`src/sv/generational_handle_pool_core_defines.svh`:
```
// assertion macros for the generational handle pool
// used by generational_handle_pool_core; expects clk and rst_n in scope
`ifndef GENERATIONAL_HANDLE_POOL_CORE_DEFINES_SVH
`define GENERATIONAL_HANDLE_POOL_CORE_DEFINES_SVH

// same-cycle implication
`define GHP_CHECK(label, ante, cons, msg) \
    label: assert property (@(posedge clk) disable iff (!rst_n) (ante) |-> (cons)) \
        else $error(msg);

// next-cycle implication
`define GHP_CHECK_NEXT(label, ante, cons, msg) \
    label: assert property (@(posedge clk) disable iff (!rst_n) (ante) |=> (cons)) \
        else $error(msg);

`endif

```
`src/sv/ghp_pkg.sv`:
```
// shared constants, types and helpers for the generational handle pool
// no dependencies
`timescale 1ns / 1ps
`default_nettype none

package ghp_pkg;

    localparam int MAX_SLOTS = 256;
    localparam int SLOT_AW   = $clog2(MAX_SLOTS);
    localparam int CNT_W     = SLOT_AW + 1;
    localparam int GEN_W     = 8;
    localparam int KIND_W    = 8;
    localparam int HIDX_W    = 16;
    localparam int CMD_W     = 3;
    localparam int CFG_IDX_W = 2;
    localparam int CFG_W     = 9;

    // command codes
    localparam logic [CMD_W-1:0] CMD_ALLOC   = 3'd0;
    localparam logic [CMD_W-1:0] CMD_FREE    = 3'd1;
    localparam logic [CMD_W-1:0] CMD_RESOLVE = 3'd2;
    localparam logic [CMD_W-1:0] CMD_LOOKUP  = 3'd3;
    localparam logic [CMD_W-1:0] CMD_CLEAR   = 3'd4;

    // register indexes
    localparam logic [CFG_IDX_W-1:0] CFG_POOL_KIND = 2'd0;
    localparam logic [CFG_IDX_W-1:0] CFG_INIT_SLOTS = 2'd1;
    localparam logic [CFG_IDX_W-1:0] CFG_MAX_SLOTS = 2'd2;

    typedef struct packed {
        logic               rd_en;
        logic               wr_en;
        logic               clr;
        logic [SLOT_AW-1:0] addr;
        logic               used;
        logic [GEN_W-1:0]   gen;
    } slot_req_t;

    typedef struct packed {
        logic             used;
        logic [GEN_W-1:0] gen;
    } slot_rsp_t;

    function automatic logic [CNT_W-1:0] clamp_max(input logic [CNT_W-1:0] m);
        logic [CNT_W-1:0] r;
        r = m;
        if (r < CNT_W'(2))
        begin
            r = CNT_W'(2);
        end
        if (r > CNT_W'(MAX_SLOTS))
        begin
            r = CNT_W'(MAX_SLOTS);
        end
        return r;
    endfunction

    function automatic logic [CNT_W-1:0] clamp_init(input logic [CNT_W-1:0] v,
                                                    input logic [CNT_W-1:0] m);
        logic [CNT_W-1:0] r;
        r = v;
        if (r < CNT_W'(2))
        begin
            r = CNT_W'(2);
        end
        if (r > m)
        begin
            r = m;
        end
        return r;
    endfunction

endpackage

`default_nettype wire

```
`src/sv/ghp_slot_store.sv`:
```
// per-slot generation and in-use memory with registered read
// depends on ghp_pkg; entries not written since the last clear read as zero
`timescale 1ns / 1ps
`default_nettype none

module ghp_slot_store (
    input  wire logic                clk,
    input  wire logic                rst_n,
    input  wire ghp_pkg::slot_req_t  req,
    output ghp_pkg::slot_rsp_t       rsp
);

    localparam int DEPTH = ghp_pkg::MAX_SLOTS;

    logic [ghp_pkg::GEN_W:0]   mem [DEPTH];
    logic [DEPTH-1:0]          valid_reg;
    logic [ghp_pkg::GEN_W:0]   rd_data_reg;
    logic                      rd_valid_reg;

    // storage, no reset
    always_ff @(posedge clk)
    begin
        if (req.wr_en)
        begin
            mem[req.addr] <= {req.used, req.gen};
        end
        if (req.rd_en)
        begin
            rd_data_reg <= mem[req.addr];
        end
    end

    // written-since-clear bits
    always_ff @(posedge clk or negedge rst_n)
    begin
        if (!rst_n)
        begin
            valid_reg    <= '0;
            rd_valid_reg <= 1'b0;
        end
        else
        begin
            if (req.clr)
            begin
                valid_reg <= '0;
            end
            else if (req.wr_en)
            begin
                valid_reg[req.addr] <= 1'b1;
            end
            if (req.rd_en)
            begin
                rd_valid_reg <= valid_reg[req.addr];
            end
        end
    end

    assign rsp.used = rd_valid_reg & rd_data_reg[ghp_pkg::GEN_W];
    assign rsp.gen  = rd_valid_reg ? rd_data_reg[ghp_pkg::GEN_W-1:0] : '0;

endmodule

`default_nettype wire
```
`config.mk`:
```
export PLATFORM = sky130hd
export DESIGN_NAME = ghp_slot_store
export DESIGN_NICKNAME = d
export VERILOG_FILES = /design/src/sv/generational_handle_pool_core_defines.svh /design/src/sv/ghp_pkg.sv /design/src/sv/ghp_slot_store.sv
export SDC_FILE = /design/constraint.sdc
export NUM_CORES = 2
export LEC_CHECK = 0
export BUFFER_PORTS_ARGS = -buffer_cell sky130_fd_sc_hd__buf_2
export CORE_MARGIN = 2
export CORE_UTILIZATION = 61
export DETAILED_ROUTE_END_ITERATION = 7
export PLACE_DENSITY_LB_ADDON = 0.25
export SLEW_MARGIN = 20
export SYNTH_ARGS = -nofsm -noshare
export SYNTH_HDL_FRONTEND = slang
export SYNTH_SLANG_ARGS = --single-unit
```
`constraint.sdc`:
```
create_clock -name clk -period 2.9 [get_ports clk]
set_input_delay 0 -clock clk [delete_from_list [all_inputs] [get_ports clk]]
set_output_delay 0 -clock clk [all_outputs]
set_load 0.01 [all_outputs]
```
==> results.md <==
- Once routing completed, OpenROAD measured the worst setup slack at -0.0110 ns.
- The die height is 409 um.
- Of the total synthesized cell area, the portion taken by XOR and XNOR cells is 0.
- The area growth from synthesis to layout is 17.1%.
- The CTS tree is yes.
- Routability-driven placement finished with a final weighted congestion of 0.932.
- The most instantiated flip-flop cell in the synthesis netlist is sky130_fd_sc_hd__edfxtp_1.
- Data on the critical path is required at its endpoint by 3.49 ns.
- Measured along the x axis, the die boundary spans 409 um.
- The fraction of registers with async set/reset is 0.100.
- The placed standard-cell area is 108000 um^2.
- The time the final worst path needs with I/O delays and setup is 2.91 ns.
- The count of nets left with antenna violations once routing finished came out at 0.
- The worst ir drop on vdd is 0.699 mV.
- Summed over all layers, the global routing overflow is 0.
- The number of flops mapped to enable cells by yosys is 2313.
- For this run, the register share of the synthesized area comes to 0.759.
- The checks that failed: setup timing.
- After legalization and detailed placement, the total HPWL measured 171000 um.
- The number of global-route vias before repair was 53900.
- The number of unique standard cell types used by synthesis is 52.
- The number of stages on the worst setup path is 7.
- The number of synthesized register bits is 2570.
- The number of nets in the layout is 5641.
- The share of synthesized area spent on multiplexers is 0.169.
- The detailed-route vias per instance is 6.73.
- The final number of hold-violating endpoints is 0.
- The maximum number of pins on one net before global-route repair is 120.
- The detailed router finished its first iteration with 8627 violations.
- The leakage power summed over all cells is 39.8 nW.
- The post-synthesis compound-gate area fraction came to 0.0199.
- Setup repair after global routing left no endpoint under its margin.
- The largest family of logic cells by synthesized area is multiplexers.
- The number of sinks handled by clock tree synthesis is 2570.
- The critical path buffer and inverter count is 1.
- The number of fill cells is 9194.
- The clock insertion delay at the later pin of the skew report is 0.86 ns.
- On the worst path, the slowest cell contributes a delay of 0.50 ns.
- The first global-routing pass estimated 387000 um of wire.
- The biggest area contributor in the post-synthesis netlist is sky130_fd_sc_hd__edfxtp_1.
- The power per cell area is 661 nW/um^2.
- The worst setup path is launched from a register.
- The number of clock buffers added by TritonCTS is 240.
- The tightest min-delay check is of the in2reg type.
- The initial antenna violation count came to 8.
- Counting tap cells, the placed design contains a total of 7534 instances.
- Across the run, the number of max-cap violations was 0.
- The sort of element at the end of the critical path is a register.
- The deepest level of the CTS H-tree is 4.
- In the final routed layout, each cell accounts on average for 33.7 um.
- In this run the clock root is driven by a sky130_fd_sc_hd__clkbuf_16.
- The number of cells produced by synthesis is 4836.
- After synthesis, the cell types taking the most area are sky130_fd_sc_hd__edfxtp_1 70%, sky130_fd_sc_hd__mux4_2 16%, sky130_fd_sc_hd__dfrtp_1 6.4%.
- Counting cells, the worst reg-to-reg path comes to 7.
- The final max-slew violation count was 0.
- The final standard cell count with taps included and fillers excluded is 8013.
- Setup violations remaining at the end of the flow were counted as 1.
- The final route contains 53900 vias.
- The area share of and/or/nand/nor cells after synthesis is 0.0368.
- The number of setup buffers added after CTS is 0.
- The starting utilization of the core area is 0.614.
- When the netlist entered floorplanning its net count stood at 4858.
- The arithmetic-cell share of the synthesized area counting full adders, half adders and majority gates is 0.
- The finished layout cell area is 117000 um^2.
- The count of boundary I/O pins is 31.
- In the finished design, the share of the clock period the worst path needs comes to 1.00.
- The cell repeated most along the worst path is sky130_fd_sc_hd__mux4_2.
- The placement row count is 148.
- For this run, the share of the core covered by cells in the final layout is 0.719.
- Overall power consumption after layout is estimated at 77.4 mW.
- Yosys printed 0 warnings.
- No sink is reached through more buffers than the 3 on the longest clock path.
- The quantity of I/O buffers inserted on ports is 30.
- For this run, the total global-route usage over all layers was measured as 0.327.
- For this run, design rule violations remaining after detail routing come to 0.
- The worst endpoint data arrival time is 3.50 ns.
- The clock tree skew after final layout is 0.0343 ns.
- The per-instance average area after synthesis is 20.7 um^2.
- The run finished, with violations left.
- The hold path depth is 6.
- The total area inside the core boundary comes to 163000 um^2.
- The total standard cell area after synthesis is 99900 um^2.
- In this run the tightest slew margin relative to its limit is 0.335.
- The maximum fanout along the worst path is 1.
- Grouping stages by cell kind, the critical path spends the most delay in multiplexers.
- The critical path in this run is classified as reg2reg.
- Derived from the worst setup path, the maximum achievable clock frequency is 344 MHz.
- The die covers 167000 um^2.
- After clock tree synthesis, the clock-pin slew on the worst setup and hold paths is 0.06 ns.
- The pre-antenna-repair detailed-routing pass consisted of 6 iterations.
- The cell at the slowest stage of the critical path is sky130_fd_sc_hd__mux4_2.
- The share of synthesized area in the top cell type comes to 0.695.
- Summed over all layers, the routed wires come to 270000 um.
- Traced cell by cell, the critical path runs through mux4_2 -> mux4_2 -> mux2i_1 -> buf_4 -> nor3_1 -> a2111oi_0 -> nand4_1.
- The proportion of layout cells with a drive suffix above 1 is 0.335.
- The register with the most flip-flops in the layout has 2304 of them.
- The slew at the pin with the worst max-slew slack is 0.998 ns.
[layer usage]
layer  vias up  part of all wire  wire length (um)  GRT usage
met4        10             0.044             12000      0.125
met5         -           0.00050               135    0.00316
met1     28100              0.36             96100      0.460
li1      21300                 -                 -          -
met2      3859              0.47            127000      0.501
met3       641              0.13             34800     0.0846
[power by group]
part | total [mW] | internal, mW | switching [mW]
clock | 32.6 | 18.9 | 13.7
combinational | 4.27 | 1.66 | 2.61
sequential | 40.5 | 40.5 | 0.0375
[worst register-to-register path: cells and delay by family (launching register included)]
family,cells,cell delay [ns]
simple gates,2,0.19
compound gates,1,0.37
flops,1,0.38
buf+inv,1,0.22
mux,3,1.48
[final cells by class]
class / count / area [um^2] / share of cell area
flip-flops and latches: 2570 / 75900 / 0.649
multi-input cells: 1977 / 22700 / 0.194
repair buffers: 828 / 7400 / 0.0633
clock buffers: 336 / 6830 / 0.0584
well taps: 2175 / 2720 / 0.0233
clock inverters: 121 / 1440 / 0.0123
diodes: 4 / 10.0 / 0.0000856
inverters: 2 / 7.51 / 0.0000642
[through the flow]
| step | TNS (ns) | worst slack (ns) | hold slack, ns |
|---|---|---|---|
| after floorplan | 0 | 0.162 | -0.296 |
| after global placement | -3.17 | -0.704 | 0.0486 |
| after detailed placement | -3.48 | -0.732 | 0.0596 |
| after CTS | 0 | 0.0106 | 0.0155 |
| after global routing | 0 | 0.0104 | 0.0261 |
| final | -0.0110 | -0.0110 | 0.0399 |
[cells in the mapped netlist (8+ instances only)]
cell type / n
sky130_fd_sc_hd__edfxtp_1: 2313
sky130_fd_sc_hd__mux4_2: 697
sky130_fd_sc_hd__nor2_1: 684
sky130_fd_sc_hd__dfrtp_1: 257
sky130_fd_sc_hd__clkbuf_1: 137
sky130_fd_sc_hd__mux2i_1: 115
sky130_fd_sc_hd__a22oi_1: 81
sky130_fd_sc_hd__buf_2: 73
sky130_fd_sc_hd__nand2_1: 57
sky130_fd_sc_hd__a21oi_1: 54
sky130_fd_sc_hd__buf_4: 38
sky130_fd_sc_hd__o22ai_1: 36
sky130_fd_sc_hd__o21ba_2: 33
sky130_fd_sc_hd__nand3_1: 27
sky130_fd_sc_hd__nor3_1: 27
sky130_fd_sc_hd__buf_1: 21
sky130_fd_sc_hd__buf_6: 18
sky130_fd_sc_hd__nand2b_1: 15
sky130_fd_sc_hd__o32ai_1: 14
sky130_fd_sc_hd__and2_1: 13
sky130_fd_sc_hd__a22o_1: 11
sky130_fd_sc_hd__nor2b_1: 11
sky130_fd_sc_hd__nand4_1: 10
sky130_fd_sc_hd__nor4_1: 8
[cell usage in the layout (no fill, tap or decap), drive strengths merged, types with 5 or more instances in the layout]
master / n
a211oi: 6
a21oi: 54
a221oi: 5
a22o: 11
a22oi: 81
a31oi: 5
and2: 13
buf: 802
bufinv: 28
clkbuf: 345
clkinv: 79
clkinvlp: 8
dfrtp: 257
dlygate4sd3: 17
edfxtp: 2313
inv: 8
mux2: 6
mux2i: 115
mux4: 697
nand2: 57
nand2b: 15
nand3: 27
nand4: 10
nor2: 685
nor2b: 11
nor3: 27
nor4: 8
o211ai: 7
o21ai: 6
o21ba: 33
o22ai: 36
o32ai: 14
or4: 7
[logic make-up after synthesis]
logic type      Yosys count
compound gates          273
buf+inv                 289
mux                     818
simple gates            886
flops                  2570
[path summary, 6_finish.rpt]
check / slack, ns / to / start
setup / recovery: -0.01 / rd_data_reg[6] / mem[175][6]
hold / removal: 0.04 / rd_valid_reg / req[10]
setup reg to reg: -0.01 / rd_data_reg[6] / mem[175][6]
hold reg to reg: 0.49 / valid_reg[93] / valid_reg[93]
max in group asynchronous: 1.96 / valid_reg[62] / rst_n
min in group asynchronous: 0.37 / valid_reg[220] / rst_n
[what timing repair did]
| item | CTS | global route |
|---|---|---|
| pin swaps | 0 | 1 |
| endpoints found under the setup margin | 3 | 2 |
| resized for setup | 3 | 2 |
| gates cloned | 0 | 0 |
| hold buffers | 18 | 0 |
| endpoints found under the hold margin | 1618 | 0 |
No activity file was read; power rests on OpenSTA's default activity.
